### src/design/tdf_pkg.sv
package tdf_pkg;

    typedef enum logic [1:0] {
        MODE_BOX    = 2'd0,
        MODE_WEIGHT = 2'd1,
        MODE_MEDIAN = 2'd2
    } t_mode;

    typedef enum logic [1:0] {
        FILL_NONE = 2'd0,
        FILL_ONE  = 2'd1,
        FILL_TWO  = 2'd2
    } t_fill;

    typedef enum logic [1:0] {
        JOB_ONE  = 2'd0,
        JOB_PAIR = 2'd1,
        JOB_PASS = 2'd2
    } t_job_kind;

    localparam int KIND_W    = 2;
    localparam int BOX_SHIFT = 16;
    localparam int MUL_W     = 17;
    localparam logic signed [MUL_W-1:0] BOX_MUL = 17'sd21846;
    localparam int JOB_DEPTH = 4;
    localparam int RES_DEPTH = 4;

endpackage

### src/design/three_tap_denoise_filter.sv
// channel   direction  handshake                 fields
// input     in         push / full               i_sample, i_last_sample
// result    out        empty / pop               o_filtered, o_last_result
// config    in         i_cfg_we                  i_cfg_wdata (filter_mode)
//
// one word accepted per cycle while full is low; a last word after others yields two
// results from the kernel unit, a lone last word one, so a run of n words gives n results
// a result reaches the ports by way of the job queue, then the result queue, after the
// word that completes it
// synchronous active-low reset empties both queues and clears the window, mode to box
// full rises only when the job queue holds four words; empty tracks the result queue
module three_tap_denoise_filter #(
    parameter int SAMPLE_WIDTH = 16
) (
    input  logic                           i_clk,
    input  logic                           i_rst_n,
    input  logic                           push,
    output logic                           full,
    input  logic signed [SAMPLE_WIDTH-1:0] i_sample,
    input  logic                           i_last_sample,
    output logic                           empty,
    input  logic                           pop,
    output logic signed [SAMPLE_WIDTH-1:0] o_filtered,
    output logic                           o_last_result,
    input  logic                           i_cfg_we,
    input  logic [1:0]                     i_cfg_wdata
);

    localparam int W     = SAMPLE_WIDTH;
    localparam int JOB_W = 3 * W + tdf_pkg::KIND_W;

    logic [1:0]          r_filter_mode;
    logic                job_wr, job_full, job_rd, job_empty;
    logic [JOB_W-1:0]    job_wdata, job_rdata;
    logic                res_wr;
    logic                res_full;
    logic [W:0]          res_wdata, res_rdata;

    always_ff @(posedge i_clk) begin
        if (!i_rst_n) begin
            r_filter_mode <= tdf_pkg::MODE_BOX;
        end else if (i_cfg_we) begin
            r_filter_mode <= i_cfg_wdata;
        end
    end

    assign full = job_full;

    tdf_front #(.SAMPLE_WIDTH(W)) u_front (
        .i_clk         (i_clk),
        .i_rst_n       (i_rst_n),
        .i_accept      (push && !job_full),
        .i_sample      (i_sample),
        .i_last_sample (i_last_sample),
        .o_job_wr      (job_wr),
        .o_job         (job_wdata)
    );

    tdf_fifo #(.WIDTH(JOB_W), .DEPTH(tdf_pkg::JOB_DEPTH)) u_job_q (
        .i_clk   (i_clk),
        .i_rst_n (i_rst_n),
        .i_wr    (job_wr),
        .i_wdata (job_wdata),
        .o_full  (job_full),
        .i_rd    (job_rd),
        .o_rdata (job_rdata),
        .o_empty (job_empty)
    );

    tdf_back #(.SAMPLE_WIDTH(W)) u_back (
        .i_clk         (i_clk),
        .i_rst_n       (i_rst_n),
        .i_filter_mode (r_filter_mode),
        .i_job         (job_rdata),
        .i_job_empty   (job_empty),
        .o_job_rd      (job_rd),
        .i_res_full    (res_full),
        .o_res_wr      (res_wr),
        .o_res_data    (res_wdata)
    );

    tdf_fifo #(.WIDTH(W + 1), .DEPTH(tdf_pkg::RES_DEPTH)) u_res_q (
        .i_clk   (i_clk),
        .i_rst_n (i_rst_n),
        .i_wr    (res_wr),
        .i_wdata (res_wdata),
        .o_full  (res_full),
        .i_rd    (pop),
        .o_rdata (res_rdata),
        .o_empty (empty)
    );

    assign o_filtered    = res_rdata[W-1:0];
    assign o_last_result = res_rdata[W];

endmodule

### src/design/tdf_fifo.sv
module tdf_fifo #(
    parameter int WIDTH = 8,
    parameter int DEPTH = 4
) (
    input  logic             i_clk,
    input  logic             i_rst_n,
    input  logic             i_wr,
    input  logic [WIDTH-1:0] i_wdata,
    output logic             o_full,
    input  logic             i_rd,
    output logic [WIDTH-1:0] o_rdata,
    output logic             o_empty
);

    localparam int PTR_W = $clog2(DEPTH);
    localparam int CNT_W = $clog2(DEPTH + 1);

    logic [WIDTH-1:0] r_mem [DEPTH];
    logic [PTR_W-1:0] r_wr_ptr, n_wr_ptr;
    logic [PTR_W-1:0] r_rd_ptr, n_rd_ptr;
    logic [CNT_W-1:0] r_count, n_count;
    logic             do_wr, do_rd;

    assign o_full  = (r_count == CNT_W'(DEPTH));
    assign o_empty = (r_count == '0);
    assign do_wr   = i_wr && !o_full;
    assign do_rd   = i_rd && !o_empty;
    assign o_rdata = r_mem[r_rd_ptr];

    always_comb begin
        n_wr_ptr = do_wr ? r_wr_ptr + PTR_W'(1) : r_wr_ptr;
        n_rd_ptr = do_rd ? r_rd_ptr + PTR_W'(1) : r_rd_ptr;
        n_count  = r_count;
        if (do_wr && !do_rd) begin
            n_count = r_count + CNT_W'(1);
        end else if (do_rd && !do_wr) begin
            n_count = r_count - CNT_W'(1);
        end
    end

    always_ff @(posedge i_clk) begin
        if (do_wr) begin
            r_mem[r_wr_ptr] <= i_wdata;
        end
    end

    always_ff @(posedge i_clk) begin
        if (!i_rst_n) begin
            r_wr_ptr <= '0;
            r_rd_ptr <= '0;
            r_count  <= '0;
        end else begin
            r_wr_ptr <= n_wr_ptr;
            r_rd_ptr <= n_rd_ptr;
            r_count  <= n_count;
        end
    end

    a_count_bound: assert property (@(posedge i_clk) disable iff (!i_rst_n)
        r_count <= CNT_W'(DEPTH))
        else $error("fifo count beyond depth");

    a_count_up: assert property (@(posedge i_clk) disable iff (!i_rst_n)
        (do_wr && !do_rd) |=> r_count == $past(r_count) + CNT_W'(1))
        else $error("fifo count did not grow on write");

    a_ptr_gap: assert property (@(posedge i_clk) disable iff (!i_rst_n)
        (r_count != CNT_W'(DEPTH)) |-> (PTR_W'(r_wr_ptr - r_rd_ptr) == PTR_W'(r_count)))
        else $error("fifo pointers disagree with count");

endmodule

### src/design/tdf_front.sv
module tdf_front #(
    parameter int SAMPLE_WIDTH = 16
) (
    input  logic                          i_clk,
    input  logic                          i_rst_n,
    input  logic                          i_accept,
    input  logic signed [SAMPLE_WIDTH-1:0] i_sample,
    input  logic                          i_last_sample,
    output logic                          o_job_wr,
    output logic [3*SAMPLE_WIDTH+tdf_pkg::KIND_W-1:0] o_job
);

    localparam int W = SAMPLE_WIDTH;

    tdf_pkg::t_fill     r_fill, n_fill;
    logic signed [W-1:0] r_older, n_older;
    logic signed [W-1:0] r_newer, n_newer;
    tdf_pkg::t_job_kind job_kind;
    logic signed [W-1:0] job_a, job_b, job_c;

    always_comb begin
        n_fill  = r_fill;
        n_older = r_older;
        n_newer = r_newer;
        if (i_accept) begin
            if (i_last_sample) begin
                n_fill = tdf_pkg::FILL_NONE;
            end else begin
                unique case (r_fill)
                    tdf_pkg::FILL_NONE: begin
                        n_fill  = tdf_pkg::FILL_ONE;
                        n_newer = i_sample;
                    end
                    default: begin
                        n_fill  = tdf_pkg::FILL_TWO;
                        n_older = r_newer;
                        n_newer = i_sample;
                    end
                endcase
            end
        end
    end

    always_comb begin
        o_job_wr = 1'b0;
        job_kind = i_last_sample ? tdf_pkg::JOB_PAIR : tdf_pkg::JOB_ONE;
        job_a    = i_sample;
        job_b    = r_newer;
        job_c    = i_sample;
        unique case (r_fill)
            tdf_pkg::FILL_NONE: begin
                o_job_wr = i_accept && i_last_sample;
                job_kind = tdf_pkg::JOB_PASS;
            end
            tdf_pkg::FILL_ONE: begin
                o_job_wr = i_accept;
            end
            default: begin
                o_job_wr = i_accept;
                job_a    = r_older;
            end
        endcase
    end

    assign o_job = {job_kind, job_a, job_b, job_c};

    always_ff @(posedge i_clk) begin
        r_older <= n_older;
        r_newer <= n_newer;
    end

    always_ff @(posedge i_clk) begin
        if (!i_rst_n) begin
            r_fill <= tdf_pkg::FILL_NONE;
        end else begin
            r_fill <= n_fill;
        end
    end

    a_pass_only_empty: assert property (@(posedge i_clk) disable iff (!i_rst_n)
        (o_job_wr && job_kind == tdf_pkg::JOB_PASS) |-> r_fill == tdf_pkg::FILL_NONE)
        else $error("pass-through word with a filled window");

    a_last_clears: assert property (@(posedge i_clk) disable iff (!i_rst_n)
        (i_accept && i_last_sample) |=> r_fill == tdf_pkg::FILL_NONE)
        else $error("window not cleared after last word");

    a_first_no_job: assert property (@(posedge i_clk) disable iff (!i_rst_n)
        (i_accept && !i_last_sample && r_fill == tdf_pkg::FILL_NONE) |-> !o_job_wr)
        else $error("job issued for first word of a run");

endmodule

### src/design/tdf_back.sv
module tdf_back #(
    parameter int SAMPLE_WIDTH = 16
) (
    input  logic                          i_clk,
    input  logic                          i_rst_n,
    input  logic [1:0]                    i_filter_mode,
    input  logic [3*SAMPLE_WIDTH+tdf_pkg::KIND_W-1:0] i_job,
    input  logic                          i_job_empty,
    output logic                          o_job_rd,
    input  logic                          i_res_full,
    output logic                          o_res_wr,
    output logic [SAMPLE_WIDTH:0]         o_res_data
);

    localparam int W    = SAMPLE_WIDTH;
    localparam int SUM_W = W + 2;
    localparam int PRD_W = SUM_W + tdf_pkg::MUL_W;
    localparam int SH_W  = PRD_W - tdf_pkg::BOX_SHIFT;

    tdf_pkg::t_job_kind kind;
    logic signed [W-1:0]     ja, jb, jc, x, y, z;
    logic signed [SUM_W-1:0] sum3;
    logic signed [PRD_W-1:0] prod;
    logic signed [SH_W-1:0]  box_sh;
    logic signed [W-1:0]     box_val, wgt_val, med_val, lo, hi, value;
    logic signed [W+2:0]     wsum;
    logic                    sat_hi, sat_lo, emit, last_flag;
    logic                    r_second, n_second;

    assign kind = tdf_pkg::t_job_kind'(i_job[3*W+tdf_pkg::KIND_W-1:3*W]);
    assign ja   = i_job[3*W-1:2*W];
    assign jb   = i_job[2*W-1:W];
    assign jc   = i_job[W-1:0];

    assign x = r_second ? jb : ja;
    assign y = r_second ? jc : jb;
    assign z = r_second ? jb : jc;

    assign sum3   = SUM_W'(x) + SUM_W'(y) + SUM_W'(z);
    assign prod   = sum3 * tdf_pkg::BOX_MUL;
    assign box_sh = prod[PRD_W-1:tdf_pkg::BOX_SHIFT];
    assign sat_hi = !box_sh[SH_W-1] && (|box_sh[SH_W-2:W-1]);
    assign sat_lo = box_sh[SH_W-1] && !(&box_sh[SH_W-2:W-1]);

    always_comb begin
        if (sat_hi) begin
            box_val = {1'b0, {(W-1){1'b1}}};
        end else if (sat_lo) begin
            box_val = {1'b1, {(W-1){1'b0}}};
        end else begin
            box_val = box_sh[W-1:0];
        end
    end

    assign wsum    = (W+3)'(x) + ((W+3)'(y) <<< 1) + (W+3)'(z);
    assign wgt_val = wsum[W+1:2];

    always_comb begin
        lo = (x < y) ? x : y;
        hi = (x < y) ? y : x;
        if (z <= lo) begin
            med_val = lo;
        end else if (z >= hi) begin
            med_val = hi;
        end else begin
            med_val = z;
        end
    end

    always_comb begin
        unique case (tdf_pkg::t_mode'(i_filter_mode))
            tdf_pkg::MODE_BOX:    value = box_val;
            tdf_pkg::MODE_WEIGHT: value = wgt_val;
            default:              value = med_val;
        endcase
        if (kind == tdf_pkg::JOB_PASS) begin
            value = jc;
        end
    end

    assign emit      = !i_job_empty && !i_res_full;
    assign last_flag = (kind == tdf_pkg::JOB_PASS) || (kind == tdf_pkg::JOB_PAIR && r_second);
    assign o_job_rd  = emit && (kind != tdf_pkg::JOB_PAIR || r_second);

    assign o_res_wr   = emit;
    assign o_res_data = {last_flag, value};

    always_comb begin
        n_second = r_second;
        if (emit) begin
            n_second = (kind == tdf_pkg::JOB_PAIR) && !r_second;
        end
    end

    always_ff @(posedge i_clk) begin
        if (!i_rst_n) begin
            r_second <= 1'b0;
        end else begin
            r_second <= n_second;
        end
    end

    a_second_pair: assert property (@(posedge i_clk) disable iff (!i_rst_n)
        r_second |-> (!i_job_empty && kind == tdf_pkg::JOB_PAIR))
        else $error("second result without a pending pair");

    a_pair_pops: assert property (@(posedge i_clk) disable iff (!i_rst_n)
        (emit && r_second) |-> (o_job_rd && last_flag))
        else $error("pair did not retire on its flagged result");

    a_first_holds: assert property (@(posedge i_clk) disable iff (!i_rst_n)
        (emit && kind == tdf_pkg::JOB_PAIR && !r_second) |-> !o_job_rd)
        else $error("pair retired early");

endmodule

### config.mk
export PLATFORM = sky130hd
export DESIGN_NAME = three_tap_denoise_filter
export DESIGN_NICKNAME = d
export VERILOG_FILES = /design/src/design/tdf_pkg.sv /design/src/design/three_tap_denoise_filter.sv /design/src/design/tdf_fifo.sv /design/src/design/tdf_front.sv /design/src/design/tdf_back.sv
export SDC_FILE = /design/constraint.sdc
export NUM_CORES = 1
export LEC_CHECK = 0
export CAP_MARGIN = 0
export CORE_ASPECT_RATIO = 0.7
export CORE_MARGIN = 3
export CORE_UTILIZATION = 59
export CTS_CLUSTER_SIZE = 16
export DETAILED_ROUTE_END_ITERATION = 8
export DONT_BUFFER_PORTS = 1
export MAX_ROUTING_LAYER = met4
export PLACE_DENSITY_LB_ADDON = 0.3
export SLEW_MARGIN = 40
export SYNTH_ARGS = -nofsm -noshare
export SYNTH_HDL_FRONTEND = slang
export SYNTH_SLANG_ARGS = --single-unit
### constraint.sdc
create_clock -name i_clk -period 10.7 [get_ports i_clk]
set_input_delay 1.07 -clock i_clk [delete_from_list [all_inputs] [get_ports i_clk]]
set_output_delay 1.07 -clock i_clk [all_outputs]
set_load 0.005 [all_outputs]
; Word level (Yosys, flattened, before mapping)
; Memories as Yosys holds them, arrays and structs flattened. A register that Yosys moved wholly into a read port is not among the register bits.
; Index checks and enable logic that the tools add are counted.
[totals]
ff_bits = 51
ram_bits = 268
inputBits = 24
output_inout_bits = 19
memories = 2
[mem_list]
columns = memory, words, word_bits, rd, rd_ports_with_merged_regs, write_ports, line_no
row1 = u_job_q.r_mem, 4, 50, 1, 1, 1, tdf_fifo.sv:18  ; logic [WIDTH-1:0] r_mem [DEPTH];
row2 = u_res_q.r_mem, 4, 17, 1, 1, 1, tdf_fifo.sv:18
[classes]
add_sub_neg = 12
mul = 1
n_lt_le_gt_ge = 3
n_eq_ne = 7
muxes = 29
n_bitwise = 2
reduce_logical = 40
[ops]
columns = operator, count
row1 = 2-to-1 mux 16 bit, 11
row2 = multiplier 18 x 15 -> 33 bit (second input constant), 1
row3 = case mux 16 bit (2 select lines), 1
row4 = adder 16 x 17 -> 18 bit, 1
row5 = adder 17 x 16 -> 18 bit, 1
row6 = adder 18 x 16 -> 18 bit, 1
row7 = adder 16 x 16 -> 17 bit, 1
row8 = >= comparator 16 bit, 1
row9 = <= comparator 16 bit, 1
row10 = logical AND 1 bit, 16
row11 = < comparator 16 bit, 1
row12 = 2-to-1 mux 2 bit, 7
row13 = 2-to-1 mux 3 bit, 4
row14 = zero test 1 bit, 11
row15 = adder 2 x 1 -> 2 bit (second input constant), 4
row16 = adder 3 x 1 -> 3 bit (second input constant), 2
row17 = == test 2 x 1 -> 1 bit (second input constant), 3
row18 = == test 3 bit (second input constant), 2
row19 = zero test 3 bit, 2
row20 = 2-to-1 mux 1 bit, 6
row21 = AND reduction 3 bit, 2
row22 = subtractor 3 x 1 -> 3 bit (second input constant), 2
row23 = zero test 2 bit, 2
row24 = nonzero test 2 bit, 2
row25 = 7 further kinds, 9

; Depth between registers and ports, before layout
[depth]
ltp_word = 11
ltp_mapped = 45
ltp_nobuf = 40

; Hierarchy
; Synthesis repeated with hierarchy kept, for this count alone.
[unflattened]
cells_unflattened = 1749
hier_area_um2 = 22074.9
[modules_own_cells]
columns = mod, n_inst, cells_each, area_each_um2, seq_area_each_um2
row1 = tdf_back, 1, 1216, 9893.2, 20.0
row2 = tdf_fifo (u_job_q), 1, 310, 7761.2, 6185.9
row3 = tdf_fifo (u_res_q), 1, 137, 2955.3, 2222.1
row4 = tdf_front, 1, 79, 1386.3, 1001.0
row5 = three_tap_denoise_filter, 1, 7, 78.8, 40.0

; Worst setup path before layout
; OpenSTA, ideal clock, no wires.
[synth_timing]
path_type = flip-flop to flip-flop
start = reg (tool-made name)
end = mem u_res_q.r_mem[0][12] in the netlist's numbering (data pin)
arrival_ps = 10125
required_time_ps = 10405
setup_slack_ps = 280
stages_incl_launch_ff = 43
n_path_buf = 4
path_cell_list = dfxtp_1 buf_2 buf_1 mux4_2 nand2_1 o21ai_0 inv_1 fa_1 inv_1 ha_1 fa_1 a21o_1 a21oi_1 o21bai_1 a2111oi_2 o41ai_1 a211oi_1 o21bai_1 [... 7 more ...] fa_1 fa_1 fa_1 inv_1 fa_1 inv_1 ha_1 a21oi_1 o211ai_1 nor4_2 a211oi_2 a21boi_2 o21a_1 o311a_1 a311o_2 buf_6 nand2_1 a41oi_1
[synth_lines]
columns = element, line_no
row1 = end: declaration, tdf_fifo.sv:18

==> metrics.csv <==
metric;value;unit
syn2layout_area_growth;10.2;%
ant_nets;0;
crit_cells;38;
worst_path_most_repeated_cell;fa_1;
relSlewSlack;0.452;
initial_utilization;0.607;
clock_sinks;323;
layout_commonest_cell;edfxtp_1;
clk_latency;570;ps
vias_per_cell;6.29;
drive_above_1_share;0.162;
path_max_fanout;8;
die_h;168;um
cts_tree;done;
clk_pin_slew;70;ps
slowest_delay;550;ps
finalNetCount;2176;
slowest_stage;fa_1;
finalInstanceArea;0.0244;mm^2
cts_buffers;29;
num_io_pins;43;
fin_skew;27.0;ps
portBuffers;0;
avgSynthCellArea;12.5;um^2
synth-seq-cells;323;
dr_total_vias;14700;
synth_area;0.0222;mm^2
timing.critical_path.required;10970;ps
critPathCaptureType;register;
postSynthCellCount;1768;
timing.rr.end;u_res_q.r_mem[0][12];
outcome;finished clean;
core-area;0.0365;mm^2
reg2regPathDepth;38;
grt_util_all_layers;0.290;
critPathLaunchType;register;
final_cell_mix;edfxtp_1 (300), inv_1 (207), ha_1 (184);
htreeDepth;1;
crit_type;register to register;
root_buffer;clkbuf_16;
multi_input_area;0.0119;mm^2
overflow;0;
cts_hold_buf;0;
design.die.area;0.0400;mm^2
grt_pass1_vias;14100;
die_w;238;um
hpwl;43.3;mm
dr.pass1.iters;7;
post-route-period-util;0.966;
hold_end;u_res_q.r_count[2];
cp_num_buf_inv;7;
initialDrtViolationCount;1535;
r2r_slack;360;ps
syn_nets;2116;
synthArstFlopShare;0;
grt_pass1_wl;85.2;mm
slew_violations;0;
hold_start;u_res_q.r_count[2];
maxCapViolCount;0;
worstMarginPinSlew;822;ps
tns;0;ps
synth.yosys.seq_area_share;0.427;
wire_per_inst;24.2;um
drc;0;
critical-path-top-delay-family;adder cells;
fmax;96.7;MHz
cts_buffer_depth;3;
setup_viol;0;
post_dp_cell_area;0.0231;mm^2
fin_crit;10340;ps
ys_warn_count;0;
seq_area;0.00948;mm^2
gp_congestion;1.05;
routed_wl;56.3;mm
min_path_cells;2;
finalHoldViolCount;0;
antenna_found_initial;1;
ys.flop_type;edfxtp_1;
synth_edf_count;300;
min_path_type;register to register;
fillCellCount;2642;
grt_max_degree;51;
arrival;10610;ps
synthDistinctLibCells;81;
rows;58;
[repair_timing]
item | in CTS | in global routing
gates cloned | 0 | 0
pin swaps | 2 | 10
buffers inserted | 3 | 11
gates resized for setup | 1 | 47
endpoints found under the setup margin | 8 | 64
[cells by family after synthesis]
group           count (synthesis)  synth area share
simple gates                  346            0.0754
flops                         323             0.427
buf+inv                       267            0.0477
compound gates                300            0.0918
xor+xnor                       76            0.0304
fa+ha+maj                     324             0.230
mux                           132            0.0973
[synth_stat cells (all sizes together), types with 11 or more instances]
library cell,instances,share of area
o21a,17,0.0058
a21o,17,0.0058
o22ai,13,0.0037
fa,139,0.13
a31oi,14,0.0040
o211ai,11,0.0037
mux2i,44,0.020
a32oi,14,0.0055
mux4,64,0.065
nor3,16,0.0036
xnor2,41,0.017
inv,210,0.036
a21oi,60,0.014
nand3,20,0.0045
nor2b,15,0.0042
xor2,35,0.014
buf,29,0.0069
nand2,139,0.024
edfxtp,300,0.41
nor2,64,0.011
nand4,11,0.0031
o21ai,68,0.015
clkbuf,28,0.0052
mux2,24,0.012
and2,30,0.0086
dfxtp,23,0.021
ha,185,0.10
[metal layers]
layer  up-vias  wire [um]  global-route usage
met5         -          0                   -
met4         0        857              0.0457
met2       641      23200               0.383
li1       6556          -                   -
met3        58       6080              0.0748
met1      7415      26200               0.458
[sequential cells by signal, indices dropped and copies added, names as in the netlist, named ones only]
signal,count
u_front.r_older,16
u_front.r_fill,2
u_res_q.r_mem,68
u_res_q.r_count,3
u_back.r_second,1
u_job_q.r_mem,200
r_filter_mode,2
u_res_q.r_rd_ptr,2
u_front.job_b,16
u_job_q.r_rd_ptr,2
u_job_q.r_wr_ptr,2
u_job_q.r_count,3
u_res_q.r_wr_ptr,2
[worst max-delay path by stage]
stage | start | to | slack (ps)
2_1_floorplan | register | u_res_q.r_mem[0][12] | 280
3_3_place_gp | register | u_res_q.r_mem[0][3] | 170
3_5_place_dp | register | u_res_q.r_mem[3][3] | -100
4_1_cts | register | u_res_q.r_mem[3][11] | 4
5_1_grt | register | u_res_q.r_mem[1][3] | -100
6_report | register | u_res_q.r_mem[0][12] | 360
[final cells by class]
class / count / area share
tap: 480 / 0.0246
sequential: 323 / 0.388
timing repair buffer: 86 / 0.0284
antenna: 1 / 0.000103
clock buffer: 34 / 0.0305
clock inverter: 19 / 0.00779
multi-input combinational: 1178 / 0.488
inverter: 210 / 0.0326
[worst register-to-register path, delay by kind of cell (launching register included)]
kind                       cells  cell delay (ps)
AOI/OAI and AO/OA             17             3940
xor gates and xnor gates       2              390
adders and majority gates      9             4100
buffers and inverters          7              710
DFF                            1              390
muxes                          1              330
and+or+nand+nor                2              180
[stage by stage]
stage / worst slack (ps) / utilization / std cells / hold WS (ps)
after floorplan: 280 / - / 1768 / 473
after global placement: 165 / 0.633 / 2263 / 486
after detailed placement: -103 / 0.633 / 2263 / 506
after CTS: 4.36 / 0.659 / 2319 / 518
after global routing: -100 / 0.669 / 2330 / 545
final: 359 / 0.669 / 2331 / 520
Power is not shown: default switching activity piles up to over one toggle a cycle in this logic, so the estimate is an artifact.
